## src/sv/linear_blend_skinning_core_assert.svh

```systemverilog
// assertion macros used by the skinning core back end
`ifndef LINEAR_BLEND_SKINNING_CORE_ASSERT_SVH
`define LINEAR_BLEND_SKINNING_CORE_ASSERT_SVH

// same-cycle implication, checked outside reset
`define LBS_ASSERT_NOW(label, ante, cons, msg) \
    label: assert property (@(posedge i_clk) disable iff (!i_rst_n) (ante) |-> (cons)) \
        else $error(msg);

// next-cycle implication, checked outside reset
`define LBS_ASSERT_NEXT(label, ante, cons, msg) \
    label: assert property (@(posedge i_clk) disable iff (!i_rst_n) (ante) |=> (cons)) \
        else $error(msg);

`endif

```

## src/sv/lbs_pkg.sv

```systemverilog
// types, codes and helpers of the skinning core
`timescale 1ns / 1ps

package lbs_pkg;

    typedef struct packed {
        logic               cmd;
        logic [5:0]         bone_index;
        logic [3:0]         element_index;
        logic signed [31:0] word;
        logic signed [31:0] offset_x;
        logic signed [31:0] offset_y;
        logic signed [31:0] offset_z;
        logic [16:0]        weight;
        logic               first_influence;
        logic               last_influence;
    } t_in_item;

    typedef struct packed {
        logic signed [31:0] pos_x;
        logic signed [31:0] pos_y;
        logic signed [31:0] pos_z;
        logic               saturated;
    } t_out_item;

    localparam logic CMD_WRITE = 1'b0;

    typedef enum logic [1:0] {
        K_DROP,
        K_WRITE,
        K_INFL,
        K_INFL_ZERO
    } t_kind;

    typedef struct packed {
        t_kind    kind;
        t_in_item item;
    } t_entry;

    typedef enum logic [2:0] {
        S_IDLE,
        S_READ,
        S_MUL,
        S_ACC,
        S_ROUND,
        S_WEIGHT,
        S_SUM,
        S_EMIT
    } t_state;

    localparam logic [3:0] WORDS_PER_BONE = 4'd12;
    localparam logic [1:0] LAST_COL       = 2'd3;
    localparam logic [1:0] LAST_ROW       = 2'd2;

    localparam logic signed [63:0] SAT_MAX = 64'sd2147483647;
    localparam logic signed [63:0] SAT_MIN = -64'sd2147483648;

    function automatic logic signed [31:0] f_sat(input logic signed [63:0] v);
        logic signed [31:0] r;
        if (v > SAT_MAX) begin
            r = 32'sh7fffffff;
        end else if (v < SAT_MIN) begin
            r = 32'sh80000000;
        end else begin
            r = v[31:0];
        end
        return r;
    endfunction

    function automatic logic f_ovf(input logic signed [63:0] v);
        return (v > SAT_MAX) || (v < SAT_MIN);
    endfunction

endpackage

```

## src/sv/lbs_front.sv

```systemverilog
// front end: accepts transactions, classifies them and queues them
`timescale 1ns / 1ps

module lbs_front #(
    parameter int MAX_BONES = 64
) (
    input  logic             i_clk,
    input  logic             i_rst_n,
    input  logic             i_in_valid,
    output logic             o_in_ready,
    input  lbs_pkg::t_in_item i_in_data,
    output logic             o_q_valid,
    input  logic             i_q_ready,
    output lbs_pkg::t_entry  o_q_entry
);

    localparam int QD = 2;
    localparam int PW = $clog2(QD);

    lbs_pkg::t_entry r_q [QD];
    logic [PW-1:0]   r_wr;
    logic [PW-1:0]   r_rd;
    logic [PW:0]     r_count;

    lbs_pkg::t_entry w_cls;
    logic            w_bone_ok;
    logic            w_push;
    logic            w_pop;

    assign w_bone_ok = 32'(i_in_data.bone_index) < MAX_BONES;

    always_comb begin
        w_cls.item = i_in_data;
        if (i_in_data.cmd == lbs_pkg::CMD_WRITE) begin
            w_cls.kind = (w_bone_ok && (i_in_data.element_index < lbs_pkg::WORDS_PER_BONE))
                         ? lbs_pkg::K_WRITE : lbs_pkg::K_DROP;
        end else begin
            w_cls.kind = w_bone_ok ? lbs_pkg::K_INFL : lbs_pkg::K_INFL_ZERO;
        end
    end

    assign o_in_ready = r_count < (PW+1)'(QD);
    assign o_q_valid  = r_count != '0;
    assign o_q_entry  = r_q[r_rd];
    assign w_push     = i_in_valid && o_in_ready;
    assign w_pop      = o_q_valid && i_q_ready;

    always_ff @(posedge i_clk) begin
        if (!i_rst_n) begin
            r_wr    <= '0;
            r_rd    <= '0;
            r_count <= '0;
        end else begin
            if (w_push) begin
                r_q[r_wr] <= w_cls;
                r_wr      <= r_wr + 1'b1;
            end
            if (w_pop) begin
                r_rd <= r_rd + 1'b1;
            end
            if (w_push && !w_pop) begin
                r_count <= r_count + 1'b1;
            end else if (w_pop && !w_push) begin
                r_count <= r_count - 1'b1;
            end
        end
    end

endmodule

```

## config.mk

```make
export PLATFORM = sky130hd
export DESIGN_NAME = lbs_front
export DESIGN_NICKNAME = d
export VERILOG_FILES = /design/src/sv/linear_blend_skinning_core_assert.svh /design/src/sv/lbs_pkg.sv /design/src/sv/lbs_front.sv
export SDC_FILE = /design/constraint.sdc
export NUM_CORES = 1
export LEC_CHECK = 0
export ABC_AREA = 1
export BUFFER_PORTS_ARGS = -buffer_cell sky130_fd_sc_hd__buf_2
export CORE_AREA = 3 3 186 188
export CTS_CLUSTER_SIZE = 30
export DETAILED_ROUTE_END_ITERATION = 16
export DIE_AREA = 0 0 189 191
export GPL_TIMING_DRIVEN = 0
export PLACE_DENSITY = 0.67
export SYNTH_ARGS = -nofsm -noshare
export SYNTH_HDL_FRONTEND = slang
export SYNTH_SLANG_ARGS = --single-unit
```

## constraint.sdc

```tcl
create_clock -name i_clk -period 14.03 [get_ports i_clk]
set_input_delay 2.806 -clock i_clk [delete_from_list [all_inputs] [get_ports i_clk]]
set_output_delay 2.806 -clock i_clk [all_outputs]
set_load 0.02 [all_outputs]
```

==> summary by stage <==
Critical path
In this design, the stage delay of the slowest critical-path cell is 320 ps. Walking the worst path, the cells encountered are buf_6, buf_6, buf_6, mux2_4, buf_2. The critical path class is flop to primary output. The number of cells on the worst reg-to-reg path is 8. The largest driver fanout on the critical path is 10. In this run the worst setup path terminates at o_q_entry[75]. The type of element launching the critical path is a flop. STA puts the critical path data arrival time at 1890 ps. The data required time at the worst endpoint is 11,220 ps. The critical path crosses 5 cells after its start point. The slack of the worst reg-to-reg path is 11,700 ps. The number of buffers and inverters on the critical path is 4. The kind of cell with the highest combined delay along the critical path is buffers and inverters. By instance count, the cell type seen most on the critical path is sky130_fd_sc_hd__buf_6. The critical path capture point type is a primary output. The critical register-to-register path startpoint is r_count[1].

The largest individual stage delay along the critical path comes from the cell sky130_fd_sc_hd__dfxtp_1. The worst register-to-register path ends at r_q[1][105].

GRT
For this run, global-route usage on met1 was measured as 15.30%. In this run the most used layer during global routing was met2. The via count of the first global-routing pass is 6,585. The total overflow left after global routing is 0. The number of antenna violations at the first check in global routing is 4. Entering global routing, the biggest net connects 29 pins. The overall track demand over capacity in global routing is 13.19%. The global-route wire length before repair is 36,930 microns.

Global routing consumed, on the met2 layer, 22.29% of the routing resources. In the global route stage, met3 resource usage came out at 4.511%.

Cells and area
The layout-stage area growth over the synthesis result is 31.49%. The fraction of final layout cells sized beyond drive strength 1 is 61.37%. The final core utilization is 48.01%. The top cell types in the final layout, fill and taps aside, are 327 x sky130_fd_sc_hd__buf_2, 318 x sky130_fd_sc_hd__edfxtp_1, 101 x sky130_fd_sc_hd__mux2_4.

For this run, the post-layout net count is 1,076. Leaving out fill and tap cells, the most frequent cell in the layout is sky130_fd_sc_hd__buf_2.

Logic synthesis
After synthesis the cells add up to 0.01215 sq mm. The number of library cell types mapped by synthesis is 17. For this run, the register share of the synthesized area comes to 79.42%. The number of nets in the synthesized netlist is 697. In this run, synthesis produced a sequential element count of 323. A synthesized cell averages 22.75 sq um.

For this run, the number of Yosys warnings is 0. The cell count after synthesis came out at 534.

Clocking
The number of cells upsized or downsized after cts is 0. The post-CTS setup-driven buffer insertion count is 0. The H-tree was split into 2 levels. The insertion delay of the later-clocked pin in the worst-skew pair is 510 ps. Clock-pin slew was measured on the worst setup and hold paths at 60 ps. The clock passes through at most 3 buffers.

CTS saw 323 sinks. After clock tree synthesis, the flow added hold-fix buffers numbering 0. The clock tree from TritonCTS is built. The clock root buffer is sky130_fd_sc_hd__clkbuf_16. The CTS buffer count is 37.

Timing
The worst path needs 4695 ps of the cycle, external delays included. The final total negative setup slack is 0 ps. In this run the tightest slew margin relative to its limit is 59.27%.

The worst setup skew after layout is 15.57 ps. Timing would allow up to 0.2130 GHz. The total of endpoints with negative setup slack in the final report is 0. Hold timing on the final database bottoms out at a slack of 497.7 ps. The count of pins over their slew limit is 0. The final critical path takes up 33.46% of the cycle.

For the pin with the worst max-slew slack, the measured transition is 609.0 ps. Setup repair after global routing left no endpoint under its margin. The number of hold violations in the final report is 0.

Placement
The half-perimeter wire length after detailed placement is 17,640 microns. The port buffer count is 323. At the end of routability-driven placement, the weighted congestion stood at 0.7207.

Job
The number of maximum-capacitance violations is 0.

Die
324 I/O pins were placed. The initial core utilization is 36.51%. In this run the horizontal extent of the chip is 189 microns. The floorplan step defined a die boundary enclosing 0.03610 sq mm. The height of the die is 191 microns. Row generation in the floorplan step produced 67 rows.

The floorplan step defined a core boundary enclosing 0.03328 sq mm.

Outcome
The flow ran to the end, and the final reports show no timing, DRC or antenna violations.

Pwr
IR analysis of the VDD net gives a maximum drop of 0.09896 mV. The analysis attributes to cell leakage a power of 6.145 nW. The power density normalized to cell area is 175.5 mW/mm^2.

Routing
The final routed wire length divided by cell count is 17.84 microns. The total DRC errors in the routed layout is 0. For this block, the routed nets add up to 24,740 microns of wire.

Using the TritonRoute via totals, the vias-per-cell ratio works out to 4.460. The violation count after the first detailed-route iteration is 208. The first detailed-routing pass ran for 6 iterations. The remaining antenna violation count after routing is 0. The detailed router placed 6,186 vias in this run.

Min path
The class of the tightest hold or removal check is flop to flop.
## state kept, by name, indices dropped and copies added, names as in the netlist, named ones only
signal,cells
r_wr,1
r_rd,1
r_q,318
r_count,2
## layout make-up
type                    instances  area, sq um
inverters                       9        33.78
multi-input cells             183         2301
well taps                     448        560.5
clock buffers                  44         1005
plain buffers                  19        185.2
fillers                      2840        17300
clock inverters                19        182.7
diodes                          2        5.005
repair buffers                340         2054
flip-flops and latches        323         9649
## Yosys cell counts
cell	count	area, sq um
sky130_fd_sc_hd__dfxtp_1	5	100.1
sky130_fd_sc_hd__nand3_1	1	5.000
sky130_fd_sc_hd__buf_4	1	7.510
sky130_fd_sc_hd__edfxtp_1	318	9549
sky130_fd_sc_hd__mux2_2	58	653.1
sky130_fd_sc_hd__mux2_4	101	1516
sky130_fd_sc_hd__buf_2	4	20.02
sky130_fd_sc_hd__o21a_1	1	7.510
sky130_fd_sc_hd__nand2_1	10	37.54
sky130_fd_sc_hd__ha_1	1	12.51
sky130_fd_sc_hd__inv_1	9	33.78
sky130_fd_sc_hd__buf_6	14	157.7
sky130_fd_sc_hd__o21ai_0	1	5.000
sky130_fd_sc_hd__nand4_1	1	6.260
sky130_fd_sc_hd__a21oi_1	3	15.01
sky130_fd_sc_hd__nor3_1	1	5.000
sky130_fd_sc_hd__nor2_1	5	18.77
## worst min-delay path by stage
stage	to	cells past startpoint	slack [ps]	start
global route	r_wr	2	510	r_wr
CTS	r_wr	2	500	r_wr
detailed placement	r_wr	2	470	r_wr
global placement	r_wr	2	450	r_wr
finish	r_wr	2	500	r_wr
floorplan	r_wr	2	440	r_wr
## through the flow
stage                     total power (W)  worst slack [ps]  area [sq um]  instances
after global routing             0.002923              9237         15980       1387
final                            0.002804              9335         15980       1387
after detailed placement         0.001911              9165         14780       1322
after floorplan                  0.001686              3689         12160        534
after CTS                        0.002852              9254         15970       1385
after global placement           0.001906            -728.3         14330       1305
## metal layers
layer  vias up  wire, microns
met3        64           2157
met2       250          12320
met1      2984           9245
li1       2884              -
met4         4            995
met5         -             27
## logic make-up (layout without fill, tap and decap cells)
| family | Yosys count | count (layout) | synth area share, % |
|---|---|---|---|
| mux | 159 | 159 | 17.86 |
| other cells | 0 | 2 | 0 |
| simple gates | 18 | 18 | 0.5973 |
| compound gates | 5 | 5 | 0.2265 |
| fa+ha+maj | 1 | 1 | 0.1030 |
| flops | 323 | 323 | 79.42 |
| buf+inv | 28 | 431 | 1.802 |
## tightest hold or removal path: stages, from the launching register on
cell and delay, ps:
sky130_fd_sc_hd__dfxtp_1 320, sky130_fd_sc_hd__nand2_1 60, sky130_fd_sc_hd__a21oi_1 60
## power breakdown
| part | switching [W] | leakage [nW] | internal (W) |
|---|---|---|---|
| Combinational | 0.000390 | 2.60 | 0.000313 |
| Sequential | 0.0000190 | 2.95 | 0.00116 |
| Clock | 0.000360 | 0.591 | 0.000566 |
| Total | 0.000769 | 6.14 | 0.00204 |
No activity file was read; power rests on OpenSTA's default activity.
